--- src/hdl/lssp_pkg.sv ---
// Package for the load-shedding stage policy block.
// Shared types, stage count, event codes and configuration register indexes.
// No dependencies.
package lssp_pkg;

  localparam int NUM_STAGES = 10;
  localparam int IDX_W      = 4;
  localparam int RTF_W      = 16;
  localparam int RCNT_W     = 10;
  localparam int CFG_IDX_W  = 2;
  localparam int CFG_DATA_W = 10;

  // One in Q4.12, and the shed / recover thresholds as fractions of it.
  localparam int RTF_ONE = 4096;
  localparam int HI_NUM  = 4;
  localparam int HI_DEN  = 5;
  localparam int LO_NUM  = 1;
  localparam int LO_DEN  = 2;

  typedef logic [NUM_STAGES-1:0] stage_mask_t;
  typedef logic [IDX_W-1:0]      stage_idx_t;
  typedef logic [1:0]            ev_kind_t;
  typedef logic [RCNT_W-1:0]     rcnt_t;
  typedef logic [RTF_W-1:0]      rtf_t;

  localparam ev_kind_t EV_NONE    = 2'd0;
  localparam ev_kind_t EV_SHED    = 2'd1;
  localparam ev_kind_t EV_RESTORE = 2'd2;

  localparam logic [CFG_IDX_W-1:0] CFG_ACTIVE   = 2'd0;
  localparam logic [CFG_IDX_W-1:0] CFG_MONITOR  = 2'd1;
  localparam logic [CFG_IDX_W-1:0] CFG_RECOVERY = 2'd2;

  localparam stage_mask_t ACTIVE_RST   = 10'h3FF;
  localparam rcnt_t       RECOVERY_RST = 10'd32;

  // Stage choice for the current beat.
  typedef struct packed {
    logic       shed_ok;   // some requested stage is still running
    stage_idx_t shed_idx;  // cheapest such stage
    stage_idx_t rest_idx;  // highest-numbered shed stage
  } sel_t;

endpackage

--- src/hdl/load_shedding_stage_policy.sv ---
// Load-shedding stage policy, top level.
// Depends on lssp_pkg and lssp_stage_sel.
//
// Each input beat carries the load ratio of one processed audio block
// (unsigned Q4.12). While monitoring is enabled the value goes into a ring of
// WINDOW entries and a running sum is kept; once the window is full every beat
// publishes the truncated window average on rolling_load. A window sum above
// 0.80 of budget sheds the cheapest requested stage that is still running and
// restarts the window; a sum below 0.50 with some stage shed advances a
// recovery counter, and when it reaches recovery_blocks the highest-numbered
// shed stage is restored. Every input beat yields exactly one result beat. The
// block takes one beat per clock and delivers one per clock when the output
// is not stalled. It is pipelined as an input register, the policy stage
// (running sum, ring access, priority encoders) and the average stage, where
// the window sum is divided by WINDOW through a constant reciprocal multiply.
// The ring is a memory with one write port and one read port, read one beat
// ahead, so its read data is ready when the next beat arrives.
// Configuration writes are taken in any cycle (cfg_ready is tied high) and
// must only be issued while the block is idle; writes to an unknown index are
// dropped.
module load_shedding_stage_policy #(
  parameter int WINDOW = 16
) (
  input  logic                                clk,
  input  logic                                rst_n,
  // input channel
  input  logic                                in_valid,
  output logic                                in_stall,
  input  lssp_pkg::rtf_t                      in_block_rtf,
  // result channel
  output logic                                out_valid,
  input  logic                                out_stall,
  output lssp_pkg::stage_mask_t               out_shed_mask,
  output lssp_pkg::stage_mask_t               out_effective_stages,
  output lssp_pkg::rtf_t                      out_rolling_load,
  output lssp_pkg::ev_kind_t                  out_event_kind,
  output lssp_pkg::stage_idx_t                out_event_stage,
  // configuration write channel
  input  logic                                cfg_valid,
  output logic                                cfg_ready,
  input  logic [lssp_pkg::CFG_IDX_W-1:0]      cfg_index,
  input  logic [lssp_pkg::CFG_DATA_W-1:0]     cfg_data
);
  import lssp_pkg::*;

  localparam int PTR_W  = (WINDOW > 1) ? $clog2(WINDOW) : 1;
  localparam int FILL_W = $clog2(WINDOW + 1);
  localparam int SUM_W  = RTF_W + $clog2(WINDOW);
  localparam int CMP_W  = SUM_W + 3;

  // Thresholds on the window sum: high when 5*sum > 4*ONE*W,
  // low when 2*sum < ONE*W.
  localparam logic [CMP_W-1:0] HI_LIM = CMP_W'(HI_NUM * RTF_ONE * WINDOW);
  localparam logic [CMP_W-1:0] LO_LIM = CMP_W'(LO_NUM * RTF_ONE * WINDOW);

  // Exact floor(sum / WINDOW) for any sum below 2**SUM_W:
  // q = (sum * ceil(2**DIV_S / WINDOW)) >> DIV_S.
  localparam int DIV_S   = SUM_W + $clog2(WINDOW);
  localparam int DIV_M_W = SUM_W + 2;
  localparam int PROD_W  = SUM_W + DIV_M_W;
  localparam logic [DIV_M_W-1:0] DIV_M =
    DIV_M_W'(((64'd1 << DIV_S) + 64'(WINDOW) - 64'd1) / 64'(WINDOW));

  localparam logic [PTR_W-1:0]  PTR_LAST = PTR_W'(WINDOW - 1);
  localparam logic [FILL_W-1:0] FILL_MAX = FILL_W'(WINDOW);

  // ---------------------------------------------------------------- config
  stage_mask_t active_r;
  logic        monitor_r;
  rcnt_t       recovery_r;

  assign cfg_ready = 1'b1;

  always_ff @(posedge clk) begin
    if (!rst_n) begin
      active_r   <= ACTIVE_RST;
      monitor_r  <= 1'b1;
      recovery_r <= RECOVERY_RST;
    end else if (cfg_valid && cfg_ready) begin
      case (cfg_index)
        CFG_ACTIVE:   active_r   <= cfg_data[NUM_STAGES-1:0];
        CFG_MONITOR:  monitor_r  <= cfg_data[0];
        CFG_RECOVERY: recovery_r <= cfg_data[RCNT_W-1:0];
        default: ; // unknown index: drop the write
      endcase
    end
  end

  // ------------------------------------------------------------ flow control
  // Three registered stages: s1 (input), s2 (policy result), out (average).
  logic s1_valid_r;
  logic s2_valid_r;
  logic out_valid_r;
  logic out_free;
  logic s2_free;
  logic s1_fire;
  logic s2_fire;

  assign out_free = !out_valid_r || !out_stall;
  assign s2_fire  = s2_valid_r && out_free;
  assign s2_free  = !s2_valid_r || out_free;
  assign s1_fire  = s1_valid_r && s2_free;
  assign in_stall = s1_valid_r && !s2_free;

  always_ff @(posedge clk) begin
    if (!rst_n) begin
      s1_valid_r  <= 1'b0;
      s2_valid_r  <= 1'b0;
      out_valid_r <= 1'b0;
    end else begin
      if (!in_stall) begin
        s1_valid_r <= in_valid;
      end
      if (s2_free) begin
        s2_valid_r <= s1_fire;
      end
      if (out_free) begin
        out_valid_r <= s2_fire;
      end
    end
  end

  // ------------------------------------------------------------ input stage
  rtf_t s1_rtf_r;

  always_ff @(posedge clk) begin
    if (!in_stall && in_valid) begin
      s1_rtf_r <= in_block_rtf;
    end
  end

  // ----------------------------------------------------------- policy stage
  rtf_t              ring [WINDOW];
  rtf_t              ring_rd_r;    // entry at wr_ptr_r, fetched a beat ahead
  logic [PTR_W-1:0]  wr_ptr_r,  wr_ptr_nxt;
  logic [FILL_W-1:0] fill_r,    fill_nxt;
  logic [SUM_W-1:0]  sum_r,     sum_nxt;
  stage_mask_t       shed_r,    shed_nxt;
  rcnt_t             rcnt_r,    rcnt_nxt;

  logic              upd;          // accepted beat with monitoring on
  logic              full_in;
  logic [FILL_W-1:0] fill_add;
  logic [SUM_W-1:0]  sum_add;
  logic [CMP_W-1:0]  sum5;
  logic [CMP_W-1:0]  sum2;
  logic              hi_load;
  logic              lo_load;
  rcnt_t             rcnt_inc;
  logic              publish;
  ev_kind_t          kind;
  stage_idx_t        stage;
  sel_t              sel;

  lssp_stage_sel u_sel (
    .active (active_r),
    .shed   (shed_r),
    .sel    (sel)
  );

  assign upd     = s1_fire && monitor_r;
  assign full_in = (fill_r == FILL_MAX);

  always_comb begin
    // slide the window: drop the oldest entry once the window is full
    if (full_in) begin
      sum_add  = sum_r - SUM_W'(ring_rd_r) + SUM_W'(s1_rtf_r);
      fill_add = fill_r;
    end else begin
      sum_add  = sum_r + SUM_W'(s1_rtf_r);
      fill_add = fill_r + FILL_W'(1);
    end

    sum5     = (CMP_W'(sum_add) << 2) + CMP_W'(sum_add);
    sum2     = CMP_W'(sum_add) << 1;
    hi_load  = sum5 > HI_LIM;
    lo_load  = sum2 < LO_LIM;
    rcnt_inc = rcnt_r + RCNT_W'(1);
    publish  = (fill_add == FILL_MAX);

    wr_ptr_nxt = (wr_ptr_r == PTR_LAST) ? '0 : wr_ptr_r + PTR_W'(1);
    fill_nxt   = fill_add;
    sum_nxt    = sum_add;
    shed_nxt   = shed_r;
    rcnt_nxt   = rcnt_r;
    kind       = EV_NONE;
    stage      = '0;

    if (publish) begin
      if (hi_load) begin
        rcnt_nxt = '0;
        if (sel.shed_ok) begin
          // shed one stage and restart the window
          shed_nxt   = shed_r | (stage_mask_t'(1) << sel.shed_idx);
          kind       = EV_SHED;
          stage      = sel.shed_idx;
          fill_nxt   = '0;
          wr_ptr_nxt = '0;
          sum_nxt    = '0;
        end
      end else if (lo_load && (shed_r != '0)) begin
        rcnt_nxt = rcnt_inc;
        if (rcnt_inc >= recovery_r) begin
          rcnt_nxt = '0;
          shed_nxt = shed_r & ~(stage_mask_t'(1) << sel.rest_idx);
          kind     = EV_RESTORE;
          stage    = sel.rest_idx;
        end
      end else begin
        rcnt_nxt = '0;
      end
    end
  end

  always_ff @(posedge clk) begin
    if (!rst_n) begin
      wr_ptr_r <= '0;
      fill_r   <= '0;
      sum_r    <= '0;
      shed_r   <= '0;
      rcnt_r   <= '0;
    end else if (upd) begin
      wr_ptr_r <= wr_ptr_nxt;
      fill_r   <= fill_nxt;
      sum_r    <= sum_nxt;
      shed_r   <= shed_nxt;
      rcnt_r   <= rcnt_nxt;
    end
  end

  // Ring: write the new sample, fetch the entry the next beat will drop.
  // After a window restart the fetched entry is stale but stays unused
  // until the window has been refilled, by which time it has been refetched.
  always_ff @(posedge clk) begin
    if (upd) begin
      ring[wr_ptr_r] <= s1_rtf_r;
      ring_rd_r      <= ring[wr_ptr_nxt];
    end
  end

  // Policy result register.
  logic [SUM_W-1:0] s2_sum_r;
  logic             s2_pub_r;
  stage_mask_t      s2_shed_r;
  stage_mask_t      s2_eff_r;
  ev_kind_t         s2_kind_r;
  stage_idx_t       s2_stage_r;
  stage_mask_t      shed_now;

  // monitoring off: report the current state with no event
  assign shed_now = monitor_r ? shed_nxt : shed_r;

  always_ff @(posedge clk) begin
    if (!rst_n) begin
      s2_pub_r <= 1'b0;
    end else if (s1_fire) begin
      s2_pub_r <= monitor_r && publish;
    end
  end

  always_ff @(posedge clk) begin
    if (s1_fire) begin
      s2_sum_r   <= sum_add;
      s2_shed_r  <= shed_now;
      s2_eff_r   <= active_r & ~shed_now;
      s2_kind_r  <= monitor_r ? kind : EV_NONE;
      s2_stage_r <= monitor_r ? stage : '0;
    end
  end

  // ---------------------------------------------------------- average stage
  logic [PROD_W-1:0] avg_prod;
  rtf_t              avg_q;
  rtf_t              last_avg_r;
  stage_mask_t       out_shed_r;
  stage_mask_t       out_eff_r;
  ev_kind_t          out_kind_r;
  stage_idx_t        out_stage_r;

  assign avg_prod = PROD_W'(s2_sum_r) * PROD_W'(DIV_M);
  assign avg_q    = avg_prod[DIV_S +: RTF_W];

  // last_avg_r is the last published average; hold it when nothing publishes
  always_ff @(posedge clk) begin
    if (!rst_n) begin
      last_avg_r <= '0;
    end else if (s2_fire && s2_pub_r) begin
      last_avg_r <= avg_q;
    end
  end

  always_ff @(posedge clk) begin
    if (s2_fire) begin
      out_shed_r  <= s2_shed_r;
      out_eff_r   <= s2_eff_r;
      out_kind_r  <= s2_kind_r;
      out_stage_r <= s2_stage_r;
    end
  end

  assign out_valid            = out_valid_r;
  assign out_shed_mask        = out_shed_r;
  assign out_effective_stages = out_eff_r;
  assign out_rolling_load     = last_avg_r;
  assign out_event_kind       = out_kind_r;
  assign out_event_stage      = out_stage_r;

endmodule

--- src/hdl/lssp_stage_sel.sv ---
// Stage selection for the load-shedding policy: priority encoders that pick
// the next stage to shed and the next stage to restore. Uses lssp_pkg.
module lssp_stage_sel (
  input  lssp_pkg::stage_mask_t active,
  input  lssp_pkg::stage_mask_t shed,
  output lssp_pkg::sel_t        sel
);
  import lssp_pkg::*;

  stage_mask_t cand;

  assign cand = active & ~shed;

  always_comb begin
    sel.shed_ok  = |cand;
    sel.shed_idx = '0;
    sel.rest_idx = '0;
    // lowest candidate wins
    for (int i = NUM_STAGES - 1; i >= 0; i--) begin
      if (cand[i]) begin
        sel.shed_idx = IDX_W'(i);
      end
    end
    // highest shed stage wins
    for (int i = 0; i < NUM_STAGES; i++) begin
      if (shed[i]) begin
        sel.rest_idx = IDX_W'(i);
      end
    end
  end

endmodule

--- config.mk ---
export PLATFORM = sky130hd
export DESIGN_NAME = load_shedding_stage_policy
export DESIGN_NICKNAME = d
export VERILOG_FILES = /design/src/hdl/lssp_pkg.sv /design/src/hdl/load_shedding_stage_policy.sv /design/src/hdl/lssp_stage_sel.sv
export SDC_FILE = /design/constraint.sdc
export NUM_CORES = 1
export LEC_CHECK = 0
export ABC_CLOCK_PERIOD_IN_PS = 14950
export BUFFER_PORTS_ARGS = -buffer_cell sky130_fd_sc_hd__buf_2
export CAP_MARGIN = 15
export CORE_UTILIZATION = 40
export CTS_BUF_LIST = sky130_fd_sc_hd__clkbuf_4 sky130_fd_sc_hd__clkbuf_8
export DETAILED_ROUTE_END_ITERATION = 10
export GPL_TIMING_DRIVEN = 0
export PLACE_DENSITY = 0.52
export RECOVER_POWER = 50
export SYNTH_ARGS = -nofsm -noshare
export SYNTH_HDL_FRONTEND = slang
export SYNTH_SLANG_ARGS = --single-unit
export TNS_END_PERCENT = 30
--- constraint.sdc ---
create_clock -name clk -period 14.95 [get_ports clk]
set_input_delay 1.495 -clock clk [delete_from_list [all_inputs] [get_ports clk]]
set_output_delay 1.495 -clock clk [all_outputs]
set_load 0.1 [all_outputs]
Word-level counts from Yosys, hierarchy flattened
Memory sizes are Yosys's and may differ from the RTL's. A register that Yosys moved wholly into a read port is not among the register bits.
Index checks and enable logic that the tools add are counted.
{"block": "word_totals", "ramBits": 256, "reg_bits": 178, "n_memories": 1}
{"block": "classes", "n_lt_le_gt_ge": 3, "eq_ne": 5, "shifts": 2, "bitwise_logic": 7, "muxes": 50, "reduce_logical": 23, "n_addsub": 7}
{"name": "ring", "depth": 16, "width": 16, "rd": 1, "rd_clocked_by_memory_dff": 1, "wr": 1, "line": "load_shedding_stage_policy.sv:133", "source": "rtf_t ring [WINDOW];"}
{"cell": "2-to-1 mux 10 bit", "count": 9}
{"cell": "2-to-1 mux 20 bit", "count": 4}
{"cell": "2-to-1 mux 4 bit", "count": 20}
{"cell": "adder 20 x 16 -> 20 bit", "count": 2}
{"cell": "AND 10 bit", "count": 3}
{"cell": "inverter 10 bit", "count": 3}
{"cell": "adder 22 x 20 -> 23 bit", "count": 1}
{"cell": "> comparator 23 x 19 -> 1 bit, second input constant", "count": 1}
{"cell": "less-than comparator 21 x 17 -> 1 bit, second input constant", "count": 1}
{"cell": "2-to-1 mux 5 bit", "count": 4}
{"cell": "<< shifter 1 x 4 -> 10 bit, first input constant", "count": 2}
{"cell": "subtractor 20 x 16 -> 20 bit", "count": 1}
{"cell": "2-to-1 mux 3 bit", "count": 4}
{"cell": "adder 10 x 1 -> 10 bit, second input constant", "count": 1}
{"cell": "== test 5 bit, second input constant", "count": 2}
{"cell": ">= comparator 10 bit", "count": 1}
{"cell": "2-to-1 mux 2 bit", "count": 5}
{"cell": "bitwise OR 10 bit", "count": 1}
{"cell": "AND reduction 2 bit", "count": 5}
{"cell": "nonzero test 10 bit", "count": 1}
{"cell": "OR reduction 10 bit", "count": 1}
{"cell": "logical AND 1 bit", "count": 8}
{"cell": "adder 5 x 1 -> 5 bit, second input constant", "count": 1}
{"cell": "logical NOT 1 bit", "count": 5}
{"cell": "other kinds (7)", "count": 11}

Logic depth before layout (Yosys ltp)
Gate-level depths: netlist of run 1.
{"block": "depth", "ltp_word": 20, "ltp_mapped": 30, "mapped_depth_nobuf": 27}

By module
A second synthesis of run 1 with hierarchy kept.
{"block": "hier_totals", "cells_unflattened": 2015, "hier_area_um2": 21858.5}
{"mod": "load_shedding_stage_policy", "cells_per_inst": 1974, "seq_area_each_um2": 12492.0, "area_per_inst_um2": 21615.7, "instances": 1}
{"mod": "lssp_stage_sel", "cells_per_inst": 41, "seq_area_each_um2": 0.0, "area_per_inst_um2": 242.7, "instances": 1}

Worst setup path before layout of run 1
OpenSTA, ideal clock, no wires.
{"block": "synth_path", "path_kind": "register to register", "from": "register s1_rtf_r[1]", "to": "register s2_shed_r[5] (data pin)", "setup_ns": 0.256, "stages_incl_launch_ff": 26, "t_required_ns": 14.694, "arrival_time_ns": 5.790, "path_slack_ns": 8.904, "period_less_slack_ns": 6.046, "path_buffers": 2, "cell_sequence": "edfxtp_1 -> inv_1 -> fa_1 -> inv_1 -> fa_1 -> a211oi_2 -> o21ai_2 -> a211o_1 -> a21o_1 -> a21oi_1 -> xor2_1 -> o21ai_0 -> ha_1 -> and2_1 -> o31ai_1 -> nor2b_1 -> or3b_2 -> o311ai_0 -> a211oi_1 -> mux2i_1 -> or2_2 -> or2_1 -> clkbuf_1 -> and3_1 -> buf_2 -> a22o_1"}
{"block": "synth_via", "elab_chain_cells": 8}
{"item": "start: declaration", "line": "load_shedding_stage_policy.sv:124", "source": "rtf_t s1_rtf_r;"}
{"item": "start signal: assignment", "line": "load_shedding_stage_policy.sv:128", "source": "s1_rtf_r <= in_block_rtf;"}
{"item": "adder 20 x 16 -> 20 bit, on equally long branches", "line": "load_shedding_stage_policy.sv:170, load_shedding_stage_policy.sv:167"}
{"item": "2-to-1 mux 20 bit *", "line": "load_shedding_stage_policy.sv:166", "source": "if (full_in) begin"}
{"item": "via sum_add[14]", "line": "load_shedding_stage_policy.sv:144", "source": "logic [SUM_W-1:0] sum_add;"}
{"item": "branches (longest 3 deep; another with adder 22 x 20 -> 23 bit)"}
{"item": "2-to-1 mux 10 bit *", "line": "load_shedding_stage_policy.sv:190", "source": "if (hi_load) begin"}
{"item": "2-to-1 mux 10 bit *", "line": "load_shedding_stage_policy.sv:189", "source": "if (publish) begin"}
{"item": "2-to-1 mux 10 bit *", "line": "load_shedding_stage_policy.sv:251", "source": "assign shed_now = monitor_r ? shed_nxt : shed_r;"}
{"item": "via shed_now[5]", "line": "load_shedding_stage_policy.sv:248", "source": "stage_mask_t shed_now;"}
{"item": "end signal: assignment", "line": "load_shedding_stage_policy.sv:264", "source": "s2_shed_r <= shed_now;"}
{"item": "end: declaration", "line": "load_shedding_stage_policy.sv:244", "source": "stage_mask_t s2_shed_r;"}
Mark *: on every way through the listed nets, which the timed path passes.
A chain may end at the register's enable or synchronous reset.

Final worst setup path of run 1
{"block": "layout_path", "from": "register s1_rtf_r[1]", "to": "register ring_rd_r[3] (read register of ring) (data pin)"}
{"block": "layout_via", "elab_chain_cells": 6}
{"item": "adder 20 x 16 -> 20 bit, on equally long branches", "line": "load_shedding_stage_policy.sv:170, load_shedding_stage_policy.sv:167"}
{"item": "2-to-1 mux 20 bit *", "line": "load_shedding_stage_policy.sv:166"}
{"item": "via sum_add[14]", "line": "load_shedding_stage_policy.sv:144"}
{"item": "adder 22 x 20 -> 23 bit *", "line": "load_shedding_stage_policy.sv:174", "source": "sum5 = (CMP_W'(sum_add) << 2) + CMP_W'(sum_add);"}
{"item": "> comparator 23 x 19 -> 1 bit *", "line": "load_shedding_stage_policy.sv:176", "source": "hi_load = sum5 > HI_LIM;"}
{"item": "2-to-1 mux 4 bit *", "line": "load_shedding_stage_policy.sv:190"}
{"item": "2-to-1 mux 4 bit *", "line": "load_shedding_stage_policy.sv:189"}
{"item": "end: declaration", "line": "load_shedding_stage_policy.sv:134", "source": "rtf_t ring_rd_r;"}
The timed path passes the listed nets; every way through them passes the cells marked *.

==> results.cfg, run 1 <==
[status]
outcome = finished with violations
failed_checks = max-capacitance violations, max-slew violations

[timing]
worst_pin_slew_ns = 2.05
rsz0062_at_grt = false
timing.final.crit_share_pct = 58.6
timing.final.setup_violations = 0
fmax_mhz = 114
fin_skew_ns = 0.0344
max_slew_margin_pct = -37.0
period_needed_ns = 8.76
hold_ws_ns = 0.416
finalSetupTns_ns = 0
hold_viol = 0
slew_viol_final = 42

[power]
vdd_drop_max_mv = 0.0972
p_comb_share_pct = 18.4
cell_internal_pwr_mw = 2.18
p_sw_share_pct = 29.1
p_clk_share_pct = 35.7
sequentialPowerShare_pct = 45.9
switching_power_mw = 0.896
p_per_area_mw_per_mm2 = 123
p_leak_nw = 9.52

[detailed_routing]
dr.pass1.iters = 5
vias = 15559
drc = 0
antenna_left = 0
vias_per_cell = 5.47
drtIter0Drc = 1249
finalWirelength_mm = 59.8
wl_per_cell_um = 21.0

[clock_network]
root_buffer = clkbuf_8
cts.sinks = 446
cts_hold_buf = 0
clockBufferDepth = 3
numCtsBuffers = 78
cts_setup_buffers = 0
cts_max_level = 3
cts_tree = built
cts_resized = 0
path_clk_slew_ns = 0.06
insertion_delay_ns = 0.67

[critical_path]
r2r_end = ring_rd_r[3]
arrival_ns = 9.12
reg2reg_depth = 25
worstSetupStartpoint = s1_rtf_r[1]
required_ns = 15.31
crit_end = ring_rd_r[3]
reg2reg_slack_ns = 6.19
worst-path-max-fanout = 18
crit_type = register to register
cp-end-kind = register
start_kind = register
rr_startpoint = s1_rtf_r[1]

[grt]
top_usage_layer = met2
grt_start_max_net_pins = 42
gr-usage-met1_pct = 28.8
gr-usage-met2_pct = 35.2
gr-total-overflow = 0
antenna_found_initial = 0
use_met3_pct = 3.46
grt_pass1_vias = 15392
grt_pass1_wl_mm = 91.3
grt_usage_pct = 21.6

[synth]
synthesis.nets = 2035
synthCells = 1912
postSynthAreaPerCell_um2 = 11.5
yosys.cell_types.count = 92
yosysWarnings = 0
synth_area_mm2 = 0.0220
synth_flop_cell = edfxtp_1
synth_edf_count = 356
async_flop_share_pct = 0
yosysSeqAreaShare_pct = 56.8
ys_ff_latch = 446

[placement]
port_buffers = 76
place_congestion = 0.922
hpwlAfterDp_mm = 43.0

[die]
initial_utilization_pct = 40.7
die_height_um = 236
core-area_mm2 = 0.0540
die-width_um = 236
num_rows = 85
die_area_mm2 = 0.0559
io_pins = 78

[final_layout]
num_antenna_cells = 0
area_growth_pct = 13.9
final_core_util_pct = 46.4
final_nets = 2210
drive_gt1_share_pct = 15.7

[worst_hold_path]
hp-class = register to register

[flow_run]
maxCapViolCount = 1
power by group through the flow:
stage	Sequential (mW)	Clock, mW	Combinational [mW]
finish	1.41	1.10	0.567
global route	1.42	1.19	0.625
CTS	1.41	1.14	0.569
detailed placement	1.44	0	0.565
global placement	1.44	0	0.558
floorplan	1.43	0	0.410
flip-flops by register name (all words and copies together), names as in the netlist, 4 cells and up:
register / cells
s2_stage_r: 4
s2_eff_r: 10
s2_sum_r: 16
active_r: 10
s2_shed_r: 10
ring_rd_r: 16
fill_r: 5
shed_r: 10
ring: 256
out_event_stage: 4
wr_ptr_r: 4
out_rolling_load: 16
s1_rtf_r: 16
rcnt_r: 10
out_effective_stages: 10
out_shed_mask: 10
sum_r: 20
recovery_r: 10
final cells by class:
type	instances	area (um2)
well taps	696	871
plain buffers	97	393
flip-flops and latches	446	12500
repair buffers	95	607
fillers	5026	29000
multi-input cells	1239	8650
clock inverters	28	160
clock buffers	115	1380
inverters	130	488
worst max-delay path, stage by stage (launching register included):
cell,delay (ns)
edfxtp_1,0.89
inv_1,0.24
fa_1,0.58
inv_1,0.06
fa_1,0.43
a211oi_2,0.34
o21ai_2,0.18
a211o_1,0.33
a21o_1,0.19
a21oi_1,0.18
xor2_1,0.08
o21ai_0,0.68
ha_1,0.41
and2_1,0.23
o31ai_1,0.43
nor2b_1,0.25
a21oi_1,0.14
o221ai_1,0.12
nor4_1,0.08
o2111ai_1,0.19
nor3_2,0.11
a211oi_2,1.05
nor2_1,0.33
clkbuf_1,0.43
nand3_1,0.29
nand3_1,0.18
cell usage in the layout, fill, tap and decap left out, drive strengths merged, types with 8 or more instances in the layout:
cell type,synthesis,routed
or3,21,21
fa,18,18
a211oi,34,34
xor2,17,17
a21o,47,47
edfxtp,356,356
or2,14,14
nor4,16,16
o21ai,53,53
o21a,9,9
ha,72,72
nand2,212,212
and3,15,15
mux2i,19,19
xnor2,22,22
mux2,18,18
nor3,58,58
nand2b,14,14
o211ai,34,34
dfxtp,90,90
nand3,91,91
nor2,111,111
buf,31,117
clkinv,0,22
mux4,33,33
nor2b,16,16
inv,130,136
a22oi,10,10
a31oi,31,31
clkbuf,66,190
o21bai,8,8
a211o,18,18
a21boi,8,8
and2,21,21
a21oi,115,115
kinds of logic after synthesis:
group	count (synthesis)	share of synthesized area (%)
and+or+nand+nor	618	13.6
DFF	446	56.8
AOI/OAI and AO/OA	421	13.1
buffers and inverters	227	4.01
adders and majority gates	90	5.74
muxes	70	5.17
xor gates and xnor gates	39	1.55
other	1	0.0171
Yosys cell counts (9+ instances only):
cell	instances	share of area [%]
nand2_1	212	3.6
a22oi_1	10	0.34
a31oi_1	31	0.88
ha_1	72	4.1
o21a_1	9	0.31
nor2b_1	16	0.46
a211o_1	18	0.72
mux2_2	17	0.87
mux4_2	33	3.4
o21ai_0	48	1.1
dfxtp_1	90	8.2
or3_1	21	0.60
or2_2	11	0.31
nor4_1	12	0.34
nor2_1	110	1.9
clkbuf_1	66	1.1
xor2_1	17	0.68
and3_1	15	0.43
mux2i_1	19	0.87
a21o_1	47	1.6
nand3_1	91	2.1
fa_1	18	1.6
buf_1	15	0.26
a21oi_1	112	2.6
edfxtp_1	356	49
nand2b_1	14	0.40
buf_2	14	0.32
a211oi_1	30	1.0
and2_1	19	0.54
o211ai_1	33	1.1
nor3_1	56	1.3
inv_1	129	2.2
xnor2_1	22	0.88
worst min path at each step:
stage,from,to,cells after the start
6_report,s2_eff_r[7],out_effective_stages[7],0
2_1_floorplan,s2_eff_r[0],out_effective_stages[0],0
3_3_place_gp,s2_stage_r[2],out_event_stage[2],0
3_5_place_dp,s2_eff_r[6],out_effective_stages[6],0
4_1_cts,s2_eff_r[7],out_effective_stages[7],0
5_1_grt,s2_shed_r[1],out_shed_mask[1],0
per-stage QoR:
| stage | setup slack (ns) | power (mW) | instance area [um2] | std cells |
|---|---|---|---|---|
| finish | 6.19 | 3.08 | 25000 | 2846 |
| global route | 5.82 | 3.23 | 25000 | 2846 |
| detailed placement | 6.29 | 2.00 | 23600 | 2703 |
| CTS | 6.27 | 3.12 | 25100 | 2846 |
| global placement | 6.35 | 2.00 | 23200 | 2684 |
| floorplan | 8.90 | 1.84 | 22000 | 1912 |
layer usage:
layer	routed length, um	vias to the layer above	part of all wire [%]
met1	26900	7561	45
met2	28200	439	47
met4	2070	0	3.5
li1	-	7444	-
met5	0	-	0
met3	2690	115	4.5
(Power assumes the default switching activity.)
==> run 2, diff against run 1 <==
Settings changed: ABC_CLOCK_PERIOD_IN_PS 14950 to 8700.
Clock period 14.95 ns to 8.7 ns, I/O delays scaled along.
==> results.cfg, run 2 (synthesis results as in run 1) <==
[status]
outcome = finished with violations
failed_checks = max-capacitance violations, max-slew violations

[critical_path]
critPathMostFrequentCell = nand3_1
reg2reg_slack_ns = 0.32
required_ns = 9.19
cp-end-kind = register
cp_num_buf_inv = 4
crit_type = register to register
worst_path_largest_cell_delay_ns = 1.03
worst-path-max-fanout = 18
slowest_stage = edfxtp_1
cp_top_family = compound AO/OA/AOI/OAI gates
start_kind = register
arrival_ns = 8.87

[die]
core-area_mm2 = 0.0540
initial_utilization_pct = 40.7
die_area_mm2 = 0.0559
num_rows = 85
die_height_um = 236
die-width_um = 236
io_pins = 78

[flow_run]
maxCapViolCount = 1

[timing]
slew_viol_final = 42
timing.final.crit_share_pct = 96.3
hold_ws_ns = 0.377
rsz0062_at_grt = false
fmax_mhz = 119
fin_skew_ns = 0.0396
period_needed_ns = 8.38
hold_viol = 0
worst_pin_slew_ns = 2.08
timing.final.setup_violations = 0
max_slew_margin_pct = -38.5
finalSetupTns_ns = 0

[detailed_routing]
vias = 15649
drtIter0Drc = 1222
antenna_left = 0
dr.pass1.iters = 5
vias_per_cell = 5.46
wl_per_cell_um = 20.9
drc = 0
finalWirelength_mm = 59.8

[clock_network]
numCtsBuffers = 78
root_buffer = clkbuf_8
insertion_delay_ns = 0.67
cts_tree = built
cts_hold_buf = 0
cts.sinks = 446
clockBufferDepth = 3
path_clk_slew_ns = 0.06
cts_max_level = 3

[grt]
gr-total-overflow = 0
grt_start_max_net_pins = 42
grt_usage_pct = 21.6
grt_pass1_vias = 15392
grt_pass1_wl_mm = 91.3
antenna_found_initial = 0

[power]
p_per_area_mw_per_mm2 = 211
p_leak_nw = 9.60
vdd_drop_max_mv = 0.168

[final_layout]
num_antenna_cells = 0
regArea_mm2 = 0.0125
final_cell_mix = edfxtp_1 (356), nand2_1 (212), inv_1 (130)
top_register = ring
area_growth_pct = 14.7
mostFrequentLayoutCell = edfxtp_1
drive_gt1_share_pct = 15.9
top_regs = ring (256), sum_r (20)
multiInputGateArea_mm2 = 0.00866
largest_reg_flops = 256
num-fill-cells = 5032
final_nets = 2230

[worst_hold_path]
hp-class = primary input to register

[placement]
hpwlAfterDp_mm = 43.0
port_buffers = 76
place_congestion = 0.922
==> run 2: layout make-up <==
class / instances / share of cell area, %
plain buffers: 97 / 1.56
clock inverters: 28 / 0.635
clock buffers: 115 / 5.46
multi-input cells: 1239 / 34.4
inverters: 130 / 1.94
flip-flops and latches: 446 / 49.5
repair buffers: 115 / 3.06
well taps: 696 / 3.45
==> run 2: path summary, 6_finish.rpt <==
path	depth (start not counted)	from	end
setup / recovery	28	s1_rtf_r[7]	ring_rd_r[3]
hold / removal	1	in_block_rtf[4]	s1_rtf_r[4]
hold reg to reg	0	s2_stage_r[0]	out_event_stage[0]
setup reg to reg	28	s1_rtf_r[7]	ring_rd_r[3]
==> run 2: layer usage <==
metal / up-vias / wire [um] / global-route usage (%) / share of wire, %
met5: - / 0 / 0 / 0
met4: 0 / 2260 / 8.60 / 3.8
met3: 130 / 2760 / 3.46 / 4.6
met2: 474 / 28000 / 35.2 / 47
met1: 7560 / 26800 / 28.8 / 45
li1: 7485 / - / - / -
==> run 2: what timing repair did <==
| action | in CTS | in global routing |
|---|---|---|
| gates resized for setup | 0 | 2 |
| setup endpoints to repair | 0 | 21 |
| setup buffers | 0 | 20 |
==> run 2: per-stage QoR <==
| stage | area (um2) | instances | power (mW) | util [%] | setup WS [ns] |
|---|---|---|---|---|---|
| after floorplan | 22000 | 1912 | 3.16 | - | 2.65 |
| after global placement | 23200 | 2684 | 3.43 | 43.0 | 0.0990 |
| after detailed placement | 23600 | 2703 | 3.44 | 43.6 | 0.0417 |
| after CTS | 25100 | 2846 | 5.36 | 46.5 | 0.0193 |
| after global routing | 25200 | 2866 | 5.56 | 46.7 | 0.0174 |
| final | 25200 | 2866 | 5.31 | 46.7 | 0.320 |
==> run 2: where the power goes <==
part | switching [mW] | internal [mW] | total [mW]
Sequential | 0.0483 | 2.36 | 2.41
Clock | 0.869 | 1.03 | 1.89
Combinational | 0.630 | 0.375 | 1.00
==> run 3, diff against run 2 <==
Settings changed: RECOVER_POWER 50 to not set.
==> results.cfg, run 3 (synthesis results as in run 1) <==
[status]
outcome = finished clean

[final_layout]
final_nets = 2230
top_regs = ring (256), sum_r (20)
num_antenna_cells = 0
area_growth_pct = 15.3
top_register = ring
largest_reg_flops = 256
design_area_mm2 = 0.0253
final_cell_mix = edfxtp_1 (356), nand2_1 (212), inv_1 (129)
final_core_util_pct = 46.9
layout.cells.non_filler = 2866
mostFrequentLayoutCell = edfxtp_1
drive_gt1_share_pct = 17.0

[detailed_routing]
dr.pass1.iters = 5
vias = 15613
finalWirelength_mm = 59.9
antenna_left = 0
wl_per_cell_um = 20.9
drtIter0Drc = 1297
vias_per_cell = 5.45
drc = 0

[die]
io_pins = 78
initial_utilization_pct = 40.7
die_height_um = 236
num_rows = 85
die_area_mm2 = 0.0559
die-width_um = 236
core-area_mm2 = 0.0540

[critical_path]
slowest_stage = edfxtp_1
arrival_ns = 8.82
rr_startpoint = s1_rtf_r[7]
required_ns = 9.19
worst-path-max-fanout = 18
cp_num_buf_inv = 4
start_kind = register
critPathMostFrequentCell = nand3_1
worst_path_largest_cell_delay_ns = 1.00
r2r_end = ring_rd_r[3]
reg2reg_slack_ns = 0.37
cp_top_family = compound AO/OA/AOI/OAI gates
crit_type = register to register
cp-end-kind = register
reg2reg_depth = 28

[timing]
timing.final.setup_violations = 0
fmax_mhz = 120
fin_skew_ns = 0.0358
finalSetupTns_ns = 0
worst_pin_slew_ns = 1.08
timing.final.crit_share_pct = 95.7
rsz0062_at_grt = false
hold_viol = 0
period_needed_ns = 8.33
slew_viol_final = 0
max_slew_margin_pct = 27.9

[grt]
gr-total-overflow = 0
grt_start_max_net_pins = 42
antenna_found_initial = 0
grt_usage_pct = 21.6
grt_pass1_wl_mm = 91.3
grt_pass1_vias = 15392

[flow_run]
maxCapViolCount = 0

[worst_hold_path]
hp-class = primary input to register
worstHoldStart = in_block_rtf[4]
min_path_cells = 1
hold_end = s1_rtf_r[4]

[power]
p_total_mw = 5.32
p_leak_nw = 9.68
p_per_area_mw_per_mm2 = 210
vdd_drop_max_mv = 0.167

[placement]
placed_area_mm2 = 0.0236
place_congestion = 0.922
hpwlAfterDp_mm = 43.0
dp_cells = 2703
port_buffers = 76

[clock_network]
path_clk_slew_ns = 0.06
root_buffer = clkbuf_8
cts.sinks = 446
cts_max_level = 3
numCtsBuffers = 78
clockBufferDepth = 3
cts_tree = built
insertion_delay_ns = 0.67
run 3: layout make-up:
type                    instances  area [um2]
plain buffers                  97         393
clock buffers                 115        1380
clock inverters                28         160
fillers                      5003       28700
inverters                     130         488
multi-input cells            1239        8670
flip-flops and latches        446       12500
well taps                     696         871
repair buffers                115         886
run 3: per-layer routing:
| layer | track usage [%] | vias to the layer above | part of all wire, % | wire length [um] |
|---|---|---|---|---|
| met5 | 0 | - | 0 | 0 |
| met4 | 8.60 | 0 | 3.7 | 2210 |
| met3 | 3.46 | 118 | 4.7 | 2810 |
| met2 | 35.2 | 457 | 47 | 28100 |
| met1 | 28.8 | 7565 | 45 | 26800 |
| li1 | - | 7473 | - | - |
run 3: what timing repair did:
item,4_1_cts,5_1_grt
hold buffers,0,0
buffers inserted,0,20
setup endpoints to repair,0,21
gates resized for setup,0,2
run 3: worst max path at each step:
stage | from | endpoint | cells past startpoint
floorplan | s1_rtf_r[1] | s2_shed_r[5] | 25
global placement | s1_rtf_r[1] | ring_rd_r[4] | 25
detailed placement | s1_rtf_r[10] | ring_rd_r[3] | 27
CTS | s1_rtf_r[10] | ring_rd_r[3] | 27
global route | s1_rtf_r[7] | ring_rd_r[4] | 28
finish | s1_rtf_r[7] | ring_rd_r[3] | 28
run 3: worst register-to-register path, delay by kind of cell (launching register included):
kind	cells	cell delay [ns]
xor+xnor	1	0.12
fa+ha+maj	3	1.12
simple gates	11	2.36
buf+inv	4	1.07
compound gates	9	2.47
flops	1	1.00
run 3: power breakdown:
group	internal (mW)	total, mW	switching [mW]	leakage, nW
clock	1.03	1.89	0.867	0.821
combinational	0.382	1.01	0.631	4.90
sequential	2.36	2.41	0.0488	3.96
total	3.77	5.32	1.55	9.68
run 3: stage by stage:
step                      hold slack (ns)  setup slack [ns]
after floorplan                     0.400              2.65
after global placement              0.401            0.0990
after detailed placement            0.405            0.0417
after CTS                           0.315            0.0193
after global routing                0.317            0.0174
final                               0.376             0.370
